## src/rtl/dlrws_pkg.sv

```systemverilog
// Shared constants and types for the dual-controller rectangle write sequencer.
// No dependencies.
package dlrws_pkg;

    localparam int unsigned COL_W  = 9;
    localparam int unsigned PAGE_W = 4;
    localparam int unsigned IDX_W  = 3;
    localparam int unsigned STEP_W = 5;

    localparam logic [COL_W-1:0] SPLIT_COLUMN = 9'd240;
    localparam logic [COL_W-1:0] SEG_OFFSET   = 9'd16;
    localparam logic [7:0]       PAGE_OFFSET  = 8'd9;

    // Controller byte codes
    localparam logic [7:0] CMD_SEL_LEFT  = 8'h6E;
    localparam logic [7:0] CMD_SEL_RIGHT = 8'h6F;
    localparam logic [7:0] CMD_PAGE_SET  = 8'h75;
    localparam logic [7:0] PAR_PAGE_END  = 8'h14;
    localparam logic [7:0] CMD_COL_SET   = 8'h15;
    localparam logic [7:0] PAR_COL_END   = 8'hFF;
    localparam logic [7:0] CMD_WRITE     = 8'h5C;

    // Register indexes
    localparam logic [IDX_W-1:0] REG_START_COLUMN = 3'd0;
    localparam logic [IDX_W-1:0] REG_END_COLUMN   = 3'd1;
    localparam logic [IDX_W-1:0] REG_START_PAGE   = 3'd2;
    localparam logic [IDX_W-1:0] REG_END_PAGE     = 3'd3;
    localparam logic [IDX_W-1:0] REG_INVERT       = 3'd4;

    localparam logic [COL_W-1:0]  RST_START_COLUMN = 9'd0;
    localparam logic [COL_W-1:0]  RST_END_COLUMN   = 9'd479;
    localparam logic [PAGE_W-1:0] RST_START_PAGE   = 4'd0;
    localparam logic [PAGE_W-1:0] RST_END_PAGE     = 4'd11;

    // Everything the byte emitter needs to know about one accepted input
    typedef struct packed {
        logic [7:0]        pix;
        logic              img_end;
        logic [COL_W-1:0]  col;
        logic [PAGE_W-1:0] page;
        logic [1:0]        n_addr;
    } plan_t;

endpackage

```

## src/rtl/dlrws_tracker.sv

```systemverilog
// Configuration registers and column/page position tracking.
// Depends on dlrws_pkg.
module dlrws_tracker import dlrws_pkg::*; (
    input  logic              aclk,
    input  logic              aresetn,
    input  logic              cfg_wr_en,
    input  logic [IDX_W-1:0]  cfg_index,
    input  logic [COL_W-1:0]  cfg_wdata,
    input  logic              accept,
    input  logic [7:0]        pixel_byte,
    output plan_t             plan
);

    logic [COL_W-1:0]  start_col_reg, start_col_next;
    logic [COL_W-1:0]  end_col_reg, end_col_next;
    logic [PAGE_W-1:0] start_page_reg, start_page_next;
    logic [PAGE_W-1:0] end_page_reg, end_page_next;
    logic              invert_reg, invert_next;
    logic [COL_W-1:0]  cur_col_reg, cur_col_next;
    logic [PAGE_W-1:0] cur_page_reg, cur_page_next;
    logic              geo_wr;
    logic              row_end;
    logic              img_end;

    always_comb begin
        start_col_next  = start_col_reg;
        end_col_next    = end_col_reg;
        start_page_next = start_page_reg;
        end_page_next   = end_page_reg;
        invert_next     = invert_reg;
        geo_wr          = 1'b0;
        if (cfg_wr_en) begin
            case (cfg_index)
                REG_START_COLUMN: begin
                    start_col_next = cfg_wdata;
                    geo_wr = 1'b1;
                end
                REG_END_COLUMN: begin
                    end_col_next = cfg_wdata;
                    geo_wr = 1'b1;
                end
                REG_START_PAGE: begin
                    start_page_next = cfg_wdata[PAGE_W-1:0];
                    geo_wr = 1'b1;
                end
                REG_END_PAGE: begin
                    end_page_next = cfg_wdata[PAGE_W-1:0];
                    geo_wr = 1'b1;
                end
                REG_INVERT: begin
                    invert_next = cfg_wdata[0];
                end
                default: begin
                end
            endcase
        end
    end

    assign row_end = cur_col_reg >= end_col_reg;
    assign img_end = row_end && (cur_page_reg >= end_page_reg);

    always_comb begin
        cur_col_next  = cur_col_reg;
        cur_page_next = cur_page_reg;
        if (geo_wr) begin
            cur_col_next  = start_col_next;
            cur_page_next = start_page_next;
        end else if (accept) begin
            if (img_end) begin
                cur_col_next  = start_col_reg;
                cur_page_next = start_page_reg;
            end else if (row_end) begin
                cur_col_next  = start_col_reg;
                cur_page_next = cur_page_reg + 4'd1;
            end else begin
                cur_col_next = cur_col_reg + 9'd1;
            end
        end
    end

    // Row start and split column may both fire: two address runs
    always_comb begin
        plan.pix     = invert_reg ? ~pixel_byte : pixel_byte;
        plan.img_end = img_end;
        plan.col     = cur_col_reg;
        plan.page    = cur_page_reg;
        plan.n_addr  = {1'b0, cur_col_reg == start_col_reg}
                     + {1'b0, cur_col_reg == SPLIT_COLUMN};
    end

    always_ff @(posedge aclk) begin
        if (!aresetn) begin
            start_col_reg  <= RST_START_COLUMN;
            end_col_reg    <= RST_END_COLUMN;
            start_page_reg <= RST_START_PAGE;
            end_page_reg   <= RST_END_PAGE;
            invert_reg     <= 1'b0;
            cur_col_reg    <= RST_START_COLUMN;
            cur_page_reg   <= RST_START_PAGE;
        end else begin
            start_col_reg  <= start_col_next;
            end_col_reg    <= end_col_next;
            start_page_reg <= start_page_next;
            end_page_reg   <= end_page_next;
            invert_reg     <= invert_next;
            cur_col_reg    <= cur_col_next;
            cur_page_reg   <= cur_page_next;
        end
    end

endmodule

```

## src/rtl/dlrws_emitter.sv

```systemverilog
// Job register and byte sequencer with output register: turns one plan into
// zero, one or two addressing runs followed by the data byte. Depends on dlrws_pkg.
module dlrws_emitter import dlrws_pkg::*; (
    input  logic        aclk,
    input  logic        aresetn,
    input  logic        accept,
    input  plan_t       plan,
    output logic        in_ready,
    output logic        m_valid,
    input  logic        m_ready,
    output logic [7:0]  m_bus_byte,
    output logic        m_is_data,
    output logic        m_last_of_run,
    output logic        m_image_done
);

    localparam logic [2:0] SEQ_SELECT   = 3'd0;
    localparam logic [2:0] SEQ_PAGE_CMD = 3'd1;
    localparam logic [2:0] SEQ_PAGE_LO  = 3'd2;
    localparam logic [2:0] SEQ_PAGE_HI  = 3'd3;
    localparam logic [2:0] SEQ_COL_CMD  = 3'd4;
    localparam logic [2:0] SEQ_COL_LO   = 3'd5;
    localparam logic [2:0] SEQ_COL_HI   = 3'd6;
    localparam logic [2:0] SEQ_WRITE    = 3'd7;

    plan_t             job_reg;
    logic              job_valid_reg, job_valid_next;
    logic [STEP_W-1:0] step_reg, step_next;
    logic              out_valid_reg, out_valid_next;
    logic [7:0]        byte_reg;
    logic              data_reg, last_reg, done_reg;

    logic              out_load;
    logic              job_last;
    logic              left;
    logic [COL_W-1:0]  col_off;
    logic [7:0]        cur_byte;
    logic              cur_data;

    assign out_load = job_valid_reg && (!out_valid_reg || m_ready);
    assign job_last = (step_reg[4:3] == job_reg.n_addr) && (step_reg[2:0] == 3'd0);
    assign in_ready = !job_valid_reg || (out_load && job_last);

    assign left    = job_reg.col < SPLIT_COLUMN;
    assign col_off = left ? (job_reg.col + SEG_OFFSET)
                          : (job_reg.col - SPLIT_COLUMN + SEG_OFFSET);

    always_comb begin
        cur_byte = job_reg.pix;
        cur_data = 1'b1;
        if (!job_last) begin
            case (step_reg[2:0])
                SEQ_SELECT: begin
                    cur_byte = left ? CMD_SEL_LEFT : CMD_SEL_RIGHT;
                    cur_data = 1'b0;
                end
                SEQ_PAGE_CMD: begin
                    cur_byte = CMD_PAGE_SET;
                    cur_data = 1'b0;
                end
                SEQ_PAGE_LO: cur_byte = {4'd0, job_reg.page} + PAGE_OFFSET;
                SEQ_PAGE_HI: cur_byte = PAR_PAGE_END;
                SEQ_COL_CMD: begin
                    cur_byte = CMD_COL_SET;
                    cur_data = 1'b0;
                end
                SEQ_COL_LO:  cur_byte = col_off[7:0];
                SEQ_COL_HI:  cur_byte = PAR_COL_END;
                SEQ_WRITE: begin
                    cur_byte = CMD_WRITE;
                    cur_data = 1'b0;
                end
                default: begin
                    cur_byte = job_reg.pix;
                    cur_data = 1'b1;
                end
            endcase
        end
    end

    always_comb begin
        job_valid_next = job_valid_reg;
        step_next      = step_reg;
        if (accept) begin
            job_valid_next = 1'b1;
            step_next      = '0;
        end else if (out_load) begin
            if (job_last) begin
                job_valid_next = 1'b0;
            end else begin
                step_next = step_reg + 5'd1;
            end
        end
        out_valid_next = out_valid_reg;
        if (out_load) begin
            out_valid_next = 1'b1;
        end else if (m_ready) begin
            out_valid_next = 1'b0;
        end
    end

    always_ff @(posedge aclk) begin
        if (!aresetn) begin
            job_valid_reg <= 1'b0;
            step_reg      <= '0;
            out_valid_reg <= 1'b0;
        end else begin
            job_valid_reg <= job_valid_next;
            step_reg      <= step_next;
            out_valid_reg <= out_valid_next;
        end
    end

    // Payload registers: no reset
    always_ff @(posedge aclk) begin
        if (accept) begin
            job_reg <= plan;
        end
        if (out_load) begin
            byte_reg <= cur_byte;
            data_reg <= cur_data;
            last_reg <= job_last;
            done_reg <= job_last && job_reg.img_end;
        end
    end

    assign m_valid       = out_valid_reg;
    assign m_bus_byte    = byte_reg;
    assign m_is_data     = data_reg;
    assign m_last_of_run = last_reg;
    assign m_image_done  = done_reg;

endmodule

```

## src/rtl/dual_lcd_rect_write_sequencer.sv

```systemverilog
// Top level of the rectangle write sequencer for a two-controller 480-column panel.
// Depends on dlrws_pkg, dlrws_tracker and dlrws_emitter.
//
// Input channel s_*: one bitmap byte per transfer, row-major over the rectangle.
// Output channel m_*: controller bytes with the command/data level, a flag on
// the final byte of each input's run and a flag on the rectangle's last byte.
// Configuration: cfg_wr_en/cfg_index/cfg_wdata write a register;
// writing a geometry register puts the position back to the rectangle's start.
// Each input gives 1 byte, or 9 or 17 when one or two addressing runs (row
// start, split column) come first. The output stage emits one byte per cycle
// while m_ready is high, and plain data bytes stream at one per cycle as well.
// An input transfer passes the job register, then the output register, on
// its way to its first output byte.
// Reset clears both channels and loads the register reset values, position at
// the start corner. When the receiver stalls the output byte holds, the job
// register keeps its pending byte, and s_ready stays low until the job's data
// byte moves into the output register.
module dual_lcd_rect_write_sequencer import dlrws_pkg::*; (
    input  logic              aclk,
    input  logic              aresetn,
    input  logic              cfg_wr_en,
    input  logic [IDX_W-1:0]  cfg_index,
    input  logic [COL_W-1:0]  cfg_wdata,
    input  logic              s_valid,
    output logic              s_ready,
    input  logic [7:0]        s_pixel_byte,
    output logic              m_valid,
    input  logic              m_ready,
    output logic [7:0]        m_bus_byte,
    output logic              m_is_data,
    output logic              m_last_of_run,
    output logic              m_image_done
);

    plan_t plan;
    logic  accept;

    assign accept = s_valid && s_ready;

    dlrws_tracker u_tracker (
        .aclk       (aclk),
        .aresetn    (aresetn),
        .cfg_wr_en  (cfg_wr_en),
        .cfg_index  (cfg_index),
        .cfg_wdata  (cfg_wdata),
        .accept     (accept),
        .pixel_byte (s_pixel_byte),
        .plan       (plan)
    );

    dlrws_emitter u_emitter (
        .aclk          (aclk),
        .aresetn       (aresetn),
        .accept        (accept),
        .plan          (plan),
        .in_ready      (s_ready),
        .m_valid       (m_valid),
        .m_ready       (m_ready),
        .m_bus_byte    (m_bus_byte),
        .m_is_data     (m_is_data),
        .m_last_of_run (m_last_of_run),
        .m_image_done  (m_image_done)
    );

endmodule

```

## config.mk

```make
export PLATFORM = sky130hd
export DESIGN_NAME = dual_lcd_rect_write_sequencer
export DESIGN_NICKNAME = d
export VERILOG_FILES = /design/src/rtl/dlrws_pkg.sv /design/src/rtl/dlrws_tracker.sv /design/src/rtl/dlrws_emitter.sv /design/src/rtl/dual_lcd_rect_write_sequencer.sv
export SDC_FILE = /design/constraint.sdc
export NUM_CORES = 1
export LEC_CHECK = 0
export BUFFER_PORTS_ARGS = -buffer_cell sky130_fd_sc_hd__buf_4
export CAP_MARGIN = 25
export CORE_MARGIN = 1.5
export CORE_UTILIZATION = 60
export DETAILED_ROUTE_END_ITERATION = 12
export PLACE_DENSITY = 0.86
export SLEW_MARGIN = 20
export SYNTH_ARGS = -nofsm -noshare
export SYNTH_HDL_FRONTEND = slang
export SYNTH_SLANG_ARGS = --single-unit
```

## constraint.sdc

```tcl
create_clock -name aclk -period 2.5 [get_ports aclk]
set_input_delay 0 -clock aclk [delete_from_list [all_inputs] [get_ports aclk]]
set_output_delay 0 -clock aclk [all_outputs]
set_load 0.05 [all_outputs]
```

Word-level counts from Yosys, hierarchy flattened
Index checks and enable logic that the tools add are counted.
{ "word_totals": {"input_bits": 25, "wordCells": 98, "register_bits": 82, "out_inout_bits": 13} }
{ "op_classes": {"n_addsub": 8, "n_reduce_logical": 26, "bitwise": 3, "magnitude_cmp": 3, "muxes": 25, "n_eq_ne": 14} }
{ "op_table": {"columns": ["operator", "count"], "rows": [
  ["8-bit case mux with 8 select lines", 1],
  ["9-bit 2-to-1 mux", 6],
  ["4-bit 2-to-1 mux", 6],
  ["8-bit 2-to-1 mux", 3],
  ["8-bit by 5-bit adder with 8-bit output (second input constant)", 2],
  ["3-bit equality test (second input constant)", 5],
  ["3-bit by 2-bit equality test with 1-bit output (second input constant)", 4],
  ["2-bit AND reduction", 6],
  ["9-bit by 1-bit adder with 9-bit output (second input constant)", 1],
  ["9-bit by 8-bit equality test with 1-bit output (second input constant)", 1],
  ["9-bit equality test", 1],
  ["9-bit >= comparator", 1],
  ["9-bit by 8-bit < comparator with 1-bit output (second input constant)", 1],
  ["1-bit 2-to-1 mux", 9],
  ["8-bit inverter", 1],
  ["2-bit nonzero test", 4],
  ["4-bit OR reduction", 2],
  ["8-bit subtractor (second input constant)", 1],
  ["3-bit by 1-bit equality test with 1-bit output (second input constant)", 2],
  ["1-bit logical AND", 6],
  ["3-bit zero test", 2],
  ["4-bit by 4-bit adder with 5-bit output (second input constant)", 1],
  ["5-bit by 1-bit adder with 5-bit output (second input constant)", 1],
  ["4-bit by 1-bit adder with 4-bit output (second input constant)", 1],
  ["other kinds (8)", 11]
]} }

Logic depth before layout (Yosys ltp)
Gate-level depths: netlist of run 1.
{ "logic_depth": {"word_depth": 8, "mapped_depth": 9, "ltp_nobuf": 9} }

Modules after synthesis
Synthesis of run 1 repeated with hierarchy kept, for this count alone.
{ "unflattened": {"hier_cells": 487, "area_unflattened_um2": 4559.4} }
{ "by_module_without_submodules": {"columns": ["mod", "n_inst", "seq_area_each_um2", "cells_each", "area_per_inst_um2"], "rows": [
  ["dlrws_tracker", 1, 800.8, 344, 2672.6],
  ["dlrws_emitter", 1, 1191.1, 142, 1880.6],
  ["dual_lcd_rect_write_sequencer", 1, 0.0, 1, 6.3]
]} }

Least setup slack after synthesis of run 1
OpenSTA, ideal clock, no wires.
{ "synth_timing": {"path_kind": "flip-flop to flip-flop", "start": "reg u_emitter.out_valid_reg, in the netlist u_emitter.m_valid", "end": "reg u_tracker.cur_col_reg[8]", "path_stages_with_launch": 8, "t_arrival_ps": 2721, "period_less_slack_ps": 2843, "slack_ps": -343, "path_buffers": 0, "setup_ps": 122, "required_ps": 2378, "path_cell_list": "dfxtp_1 > nor2b_1 > o41ai_4 > nand2_4 > inv_1 > nand4_1 > o221ai_1 > nor3b_1"} }
{ "synth_between": {"elab_chain_cells": 7} }
{ "synth_lines": {"columns": ["item", "line", "rtl"], "rows": [
  ["start: declaration", "dlrws_emitter.sv:29", "logic out_valid_reg, out_valid_next;"],
  ["start signal: assignment", "dlrws_emitter.sv:110", "out_valid_reg <= out_valid_next;"],
  ["1-bit zero test", "dlrws_emitter.sv:40", "assign out_load = job_valid_reg && (!out_valid_reg || m_ready);"],
  ["1-bit logical OR", "dlrws_emitter.sv:40", null],
  ["1-bit logical AND", "dlrws_emitter.sv:40", null],
  ["1-bit logical AND", "dlrws_emitter.sv:42", "assign in_ready = !job_valid_reg || (out_load && job_last);"],
  ["1-bit logical OR", "dlrws_emitter.sv:42", null],
  ["net s_ready", "dual_lcd_rect_write_sequencer.sv:25", "output logic s_ready,"],
  ["1-bit logical AND", "dual_lcd_rect_write_sequencer.sv:38", "assign accept = s_valid && s_ready;"],
  ["net accept", "dual_lcd_rect_write_sequencer.sv:36", "logic accept;"],
  ["2-bit nonzero test (no source line)", null, null],
  ["end signal: assignment", "dlrws_tracker.sv:106", "cur_col_reg <= cur_col_next;"],
  ["end: declaration", "dlrws_tracker.sv:19", "logic [COL_W-1:0] cur_col_reg, cur_col_next;"]
]} }
The timed path passes the listed nets, and every way through them passes these cells.
A chain may end at the register's enable or synchronous reset.

Worst setup path in the final report of run 1
{ "layout_timing": {"start": "reg u_tracker.cur_page_reg[0]", "end": "reg u_tracker.cur_page_reg[2]"} }
{ "layout_between": {"elab_chain_cells": 5, "word_cells_on_any_way": 9, "classes_between": "add/sub: 1; order compare: 1; mux: 4; reduce/logical: 3"} }
{ "layout_lines": {"columns": ["item", "line", "rtl"], "rows": [
  ["start: declaration", "dlrws_tracker.sv:20", "logic [PAGE_W-1:0] cur_page_reg, cur_page_next;"],
  ["start signal: assignment", "dlrws_tracker.sv:107", "cur_page_reg <= cur_page_next;"],
  ["4-bit by 1-bit adder with 4-bit output or 4-bit >= comparator (tied branches)", "dlrws_tracker.sv:74, dlrws_tracker.sv:60", null],
  ["4-bit 2-to-1 mux or 1-bit logical AND (tied branches)", "dlrws_tracker.sv:72, dlrws_tracker.sv:60", null],
  ["4-bit 2-to-1 mux", "dlrws_tracker.sv:69", "if (img_end) begin"],
  ["4-bit 2-to-1 mux", "dlrws_tracker.sv:68", "end else if (accept) begin"],
  ["4-bit 2-to-1 mux", "dlrws_tracker.sv:65", "if (geo_wr) begin"]
]} }
Several ways; a longest one is shown, not always the timed one. The select of a mux whose other input is x is not followed.

==> results of run 1 <==
cells by family (layout without fill, tap and decap cells):
| family | after synthesis | count (layout) | synth area share, % |
|---|---|---|---|
| multiplexers | 27 | 27 | 6.312 |
| AO/OA/AOI/OAI | 94 | 94 | 14.96 |
| AND/OR/NAND/NOR | 155 | 155 | 16.41 |
| XOR/XNOR | 28 | 28 | 5.573 |
| adder cells (fa/ha/maj) | 26 | 26 | 7.393 |
| flip-flops | 82 | 82 | 45.27 |
| buffers and inverters | 45 | 112 | 4.094 |
critical path, stage by stage (launching register included):
cell       delay, ps
dfxtp_1          390
inv_1            100
ha_1             290
nand2b_1         140
a2111oi_0        500
nor3_2           220
mux2i_1          160
and3_1           210
a211oi_1         180
cells in the final DEF, fill, tap and decap left out, types with 9 or more instances in the layout:
| cell type | instances |
|---|---|
| nand2_1 | 57 |
| buf_4 | 47 |
| dfxtp_1 | 44 |
| nor2_1 | 37 |
| edfxtp_1 | 35 |
| a21oi_1 | 34 |
| dlygate4sd3_1 | 26 |
| ha_1 | 25 |
| mux2i_1 | 21 |
| inv_1 | 19 |
| xor2_1 | 17 |
| o21ai_0 | 13 |
| nand3_1 | 13 |
| xnor2_1 | 11 |
| nor3_1 | 9 |
| o211ai_1 | 9 |
| clkbuf_8 | 9 |
layout make-up:
type | instances | area (µm²)
Inverter | 22 | 86.33
Timing Repair Buffer | 74 | 633.1
Fill cell | 505 | 1911
Sequential cell | 82 | 1996
Tap cell | 99 | 123.9
Multi-Input combinational cell | 330 | 2243
Clock inverter | 7 | 58.81
Clock buffer | 9 | 123.9
cell usage after synthesis (all sizes together) (3+ instances only):
library cell and count:
nand2b 9, and3 3, nand2 58, nand4 8
xnor2 11, or3 3, inv 22, ha 26
xor2 17, edfxtp 35, a21oi 35, o41ai 4
nor2b 5, a211oi 3, buf 5, mux2i 21
a31oi 8, nor3 10, a221oi 3, and2 4
o21ai 13, dfxtp 47, nand3 13, mux2 6
o32ai 3, nor2 37, o211ai 9, clkbuf 18
where the power goes:
part           internal (mW)  switching, mW  total (mW)  leakage, nW
Clock                  0.376          0.534       0.911       0.0872
Sequential              1.48         0.0513        1.53        0.722
Combinational          0.199          0.292       0.492         1.29
Total                   2.06          0.878        2.94         2.10
per-layer routing:
layer | wire length, µm | track usage, %
met5 | 0 | 0
met4 | 191 | 9.659
met3 | 544 | 4.944
met2 | 5117 | 48.35
met1 | 4255 | 34.23
per-stage QoR:
stage,hold slack [ps],util [%]
floorplan,124.2,-
global placement,247.4,67.17
detailed placement,256.4,67.17
CTS,14.71,73.34
global route,45.97,73.37
finish,18.51,73.37
final timing paths:
kind,start,endpoint,cells after the start
max reg2reg,u_tracker.cur_page_reg[0]$_SDFFE_PN0P_,u_tracker.cur_page_reg[2]$_SDFFE_PN0P_,8
min,cfg_index[2],u_tracker.invert_reg$_SDFFE_PN0P_,4
max,u_tracker.cur_page_reg[0]$_SDFFE_PN0P_,u_tracker.cur_page_reg[2]$_SDFFE_PN0P_,8
min reg2reg,u_tracker.end_col_reg[5]$_SDFFE_PN0P_,u_tracker.end_col_reg[5]$_SDFFE_PN0P_,2
==> flow_summary.toml, run 1 <==
[status]
status = "finished, final reports clean"

[cells_and_area]
area_growth_pct = 19.65
stdcell_area_um2 = 5265
antennaDiodeCount = 0
final-instance-count-excl-fill = 623
largest_reg_flops = 24
layout-drive-gt1-share_pct = 16.98
fin_nets = 570

[logic_synthesis]
synthTopCellsByArea = "edfxtp_1 (24%), dfxtp_1 (21%), ha_1 (7.4%)"
synth-edff-count = 35
yosysSeqAreaShare_pct = 45.27
ys_warn_count = 0
synth_seq_cells = 82
synth-async-reset-ratio_pct = 0
syn_nets = 508
synthCells = 457
netlist.top_cell.by_area = "edfxtp_1"
synth_top_area_share_pct = 23.88
netlist_area_um2 = 4400
ys.flop_type = "dfxtp_1"
yosysUniqueCellTypes = 50
syn_avg_cell_area_um2 = 9.629

[detailed_routing]
vias_per_cell = 5.803
drt-initial-drc-count = 312
detail-route-antenna-nets = 0
drt-total-wl_mm = 10.11
drc = 0
dr.pass1.iters = 5
via_count = 3615
wl_per_cell_um = 16.23

[global_route]
antenna_found_initial = 0
grt_max_degree = 24
gr-usage-all-layers_pct = 27.61
grt_pass1_wl_mm = 16.53
grt_pass1_vias = 3522
gr-total-overflow = 0

[clock_tree]
h-tree-depth = 3
cts_tree = "done"
post_cts_resize_count = 0
cts.hold.buffers_added = 26
postCtsSetupBuffers = 0
clock_path_buffers = 2
insertion_delay_ps = 360
cts-root-buf = "clkbuf_8"
cts.sink_count = 82
path_clk_slew_ps = 90
cts_inserted_buffers = 9

[placement]
dp_cells = 581
port_buffers = 37
pre_cts_slack_ps = 226.1
gp_congestion = 0.8866
dp_hpwl_mm = 6.909
place_area_um2 = 4820

[timing]
maxSlewViolCount = 0
fin_crit_sh_pct = 91.15
tightest_slew_ps = 948.8
final.min_clock_period_ps = 2279
relSlewSlack_pct = 36.52
rsz0062_at_grt = "false"
finalClockSkew_ps = 9.298
finalSetupViolCount = 0
finalWorstSetupSlack_ps = 221.2
max_freq_mhz = 438.8
hold_viol_final = 0
tns_ps = 0

[floorplanning]
die_h_um = 88.64
rows = 31
core_area_um2 = 7176
io_pins = 38
start_util_pct = 61.33
die_area_um2 = 7857
fp.dieW_um = 88.64

[power]
vdd_ir_drop_max_mv = 0.3665
power_density_nw_per_um2 = 557.8
p_leak_nw = 2.100
power_mw = 2.937

[hold_path]
hold_class = "in2reg"

[critical_path]
required_ps = 2770
cp-start-kind = "flip-flop"
reg2reg_setup_slack_ps = 220
worstPathArrival_ps = 2550
end_kind = "flip-flop"
criticalPathCategory = "reg2reg"
cp_max_fo = 8

[run]
maxCapViolCount = 0
No activity file was read; power rests on OpenSTA's default activity.
==> run 2, diff against run 1 <==
--- a/config.mk
+++ b/config.mk
@@ -8,9 +8,10 @@
 export BUFFER_PORTS_ARGS = -buffer_cell sky130_fd_sc_hd__buf_4
 export CAP_MARGIN = 25
 export CORE_MARGIN = 1.5
-export CORE_UTILIZATION = 60
+export CORE_UTILIZATION = 64
 export DETAILED_ROUTE_END_ITERATION = 12
-export PLACE_DENSITY = 0.86
+export GPL_ROUTABILITY_DRIVEN = 0
+export PLACE_DENSITY = 0.91
 export SLEW_MARGIN = 20
 export SYNTH_ARGS = -nofsm -noshare
 export SYNTH_HDL_FRONTEND = slang
==> constraint.sdc (replaced) <==
create_clock -name aclk -period 2.8 [get_ports aclk]
set_input_delay 0.42 -clock aclk [delete_from_list [all_inputs] [get_ports aclk]]
set_output_delay 0.42 -clock aclk [all_outputs]
set_load 0.05 [all_outputs]
==> run 2 against run 1 <==
Clock skew decreased by 3.4 ps; combinational power fell by 18%; die area down 6.0%; first-iteration DRC count down 28%; global-route usage is 0.49 points higher; register-to-register slack barely moved; worst setup slack worse by 5.8 ps; power fell by 6.8%; utilization up 0.61 points; critical path type unchanged; critical endpoint is now u_tracker.cur_col_reg[6]$_SDFFE_PN0P_; largest cell class unchanged.
==> flow_summary.toml, run 2 (synthesis gave the netlist of run 1 again) <==
[detailed_routing]
drc = 0
drt-initial-drc-count = 226
vias_per_cell = 6.188
detail-route-antenna-nets = 0
wl_per_cell_um = 17.21
dr.pass1.iters = 5
drt-total-wl_mm = 9.895
via_count = 3558

[global_route]
grt_pass1_vias = 3468
antenna_found_initial = 0
grt_max_degree = 27
gr-total-overflow = 0
gr-usage-all-layers_pct = 28.11
grt_pass1_wl_mm = 16.20

[hold_path]
worstHoldStart = "cfg_wdata[6]"
hold_class = "in2reg"
hold_path_depth = 3

[power]
pwr-share-clk_pct = 35.1
power.switching_mw = 0.7542
p_int_mw = 1.982
switching_share_pct = 27.56
vdd_ir_drop_max_mv = 0.3063
comb_power_share_pct = 14.7
power_frac_seq_pct = 50.2
power_density_nw_per_um2 = 550.5
p_leak_nw = 1.998

[timing]
tns_ps = 0
finalSetupViolCount = 0
hold_viol_final = 0
max_freq_mhz = 386.9
finalClockSkew_ps = 5.910
relSlewSlack_pct = 42.59
rsz0062_at_grt = "false"
final.min_clock_period_ps = 2585
maxSlewViolCount = 0
fin_crit_sh_pct = 92.31
tightest_slew_ps = 860.1

[clock_tree]
path_clk_slew_ps = 80
insertion_delay_ps = 350
cts-root-buf = "clkbuf_8"
cts_tree = "done"
cts_inserted_buffers = 9
postCtsSetupBuffers = 0
h-tree-depth = 3
post_cts_resize_count = 0
cts.sink_count = 82
cts.hold.buffers_added = 0
clock_path_buffers = 2

[critical_path]
worst_r2r_path_depth = 9
required_ps = 3040
r2r_start = "u_tracker.cur_col_reg[0]$_SDFFE_PN0P_"
cp-startpoint = "u_tracker.cur_col_reg[0]$_SDFFE_PN0P_"
worstPathArrival_ps = 2820
cp-start-kind = "flip-flop"
criticalPathCategory = "reg2reg"
end_kind = "flip-flop"
cp_max_fo = 10

[cells_and_area]
fin_nets = 541
layout-drive-gt1-share_pct = 16.16
largest_reg_flops = 24
antennaDiodeCount = 0
final-instance-count-excl-fill = 575
final_common_cell = "nand2_1"
stdcell_area_um2 = 4971
area_growth_pct = 12.97
layout_common_cells = "nand2_1 (57), dfxtp_1 (47), buf_4 (45)"

[status]
status = "finished, final reports clean"

[floorplanning]
start_util_pct = 65.49
fp.dieW_um = 85.92
die_area_um2 = 7382
rows = 30
core_area_um2 = 6719
die_h_um = 85.92
io_pins = 38

[placement]
dp_hpwl_mm = 6.897
port_buffers = 37
dp_cells = 559
place_area_um2 = 4745

[run]
maxCapViolCount = 0
run 2: cell types whose count changed in the layout (fill, tap and decap cells not counted), moves of 2 or more:
cell	delta
buf_4	-2
bufinv_16	+2
dfxtp_1	+3
dfxtp_2	-3
dlygate4sd3_1	-26
inv_1	+2
inv_2	-2
inv_6	-2
run 2: power by group through the flow:
| stage | registers [mW] | clock network, mW | logic (mW) |
|---|---|---|---|
| 6_report | 1.37 | 0.960 | 0.402 |
| 5_1_grt | 1.38 | 1.02 | 0.435 |
| 3_3_place_gp | 1.40 | 0 | 0.377 |
| 3_5_place_dp | 1.40 | 0 | 0.395 |
| 4_1_cts | 1.37 | 0.969 | 0.399 |
| 2_1_floorplan | 1.43 | 0 | 0.232 |
run 2: metrics by stage:
step	power, mW	utilization (%)	setup slack [ps]	hold slack [ps]
5_1_grt	2.837	73.99	73.76	311.5
3_3_place_gp	1.772	70.61	460.9	450.8
4_1_cts	2.741	73.95	279.2	308.3
2_1_floorplan	1.664	-	215.1	431.4
6_report	2.736	73.99	215.4	318.8
3_5_place_dp	1.795	70.61	289.0	450.0
run 2: final timing paths:
path,slack [ps],to
max,220,u_tracker.cur_col_reg[6]$_SDFFE_PN0P_
min,320,u_tracker.end_col_reg[6]$_SDFFE_PN1P_
max reg2reg,220,u_tracker.cur_col_reg[6]$_SDFFE_PN0P_
min reg2reg,460,u_tracker.end_col_reg[5]$_SDFFE_PN0P_
run 2: critical path: stages (launching register included):
cell and delay, ps:
dfxtp_1 480, inv_1 130, ha_1 320, nor2b_1 140, o21ai_0 120, a41oi_2 310, nand2_1 280, buf_4 260
o41ai_1 360, a21oi_1 70
run 2: final cells by class:
type	instances	area [µm²]
timing repair buffer	45	337.8
sequential	82	1992
inverter	22	86.33
fill	486	1748
multi-input combinational	330	2231
tap	80	100.1
clock buffer	9	123.9
clock inverter	7	100.1
run 2: routing by layer:
metal / share of wire (%) / GRT usage, % / vias up
met5: 0 / 0 / -
met4: 2.5 / 12.17 / 0
met3: 7.1 / 5.101 / 26
met2: 49 / 47.96 / 159
met1: 41 / 34.94 / 1666
li1: - / - / 1707
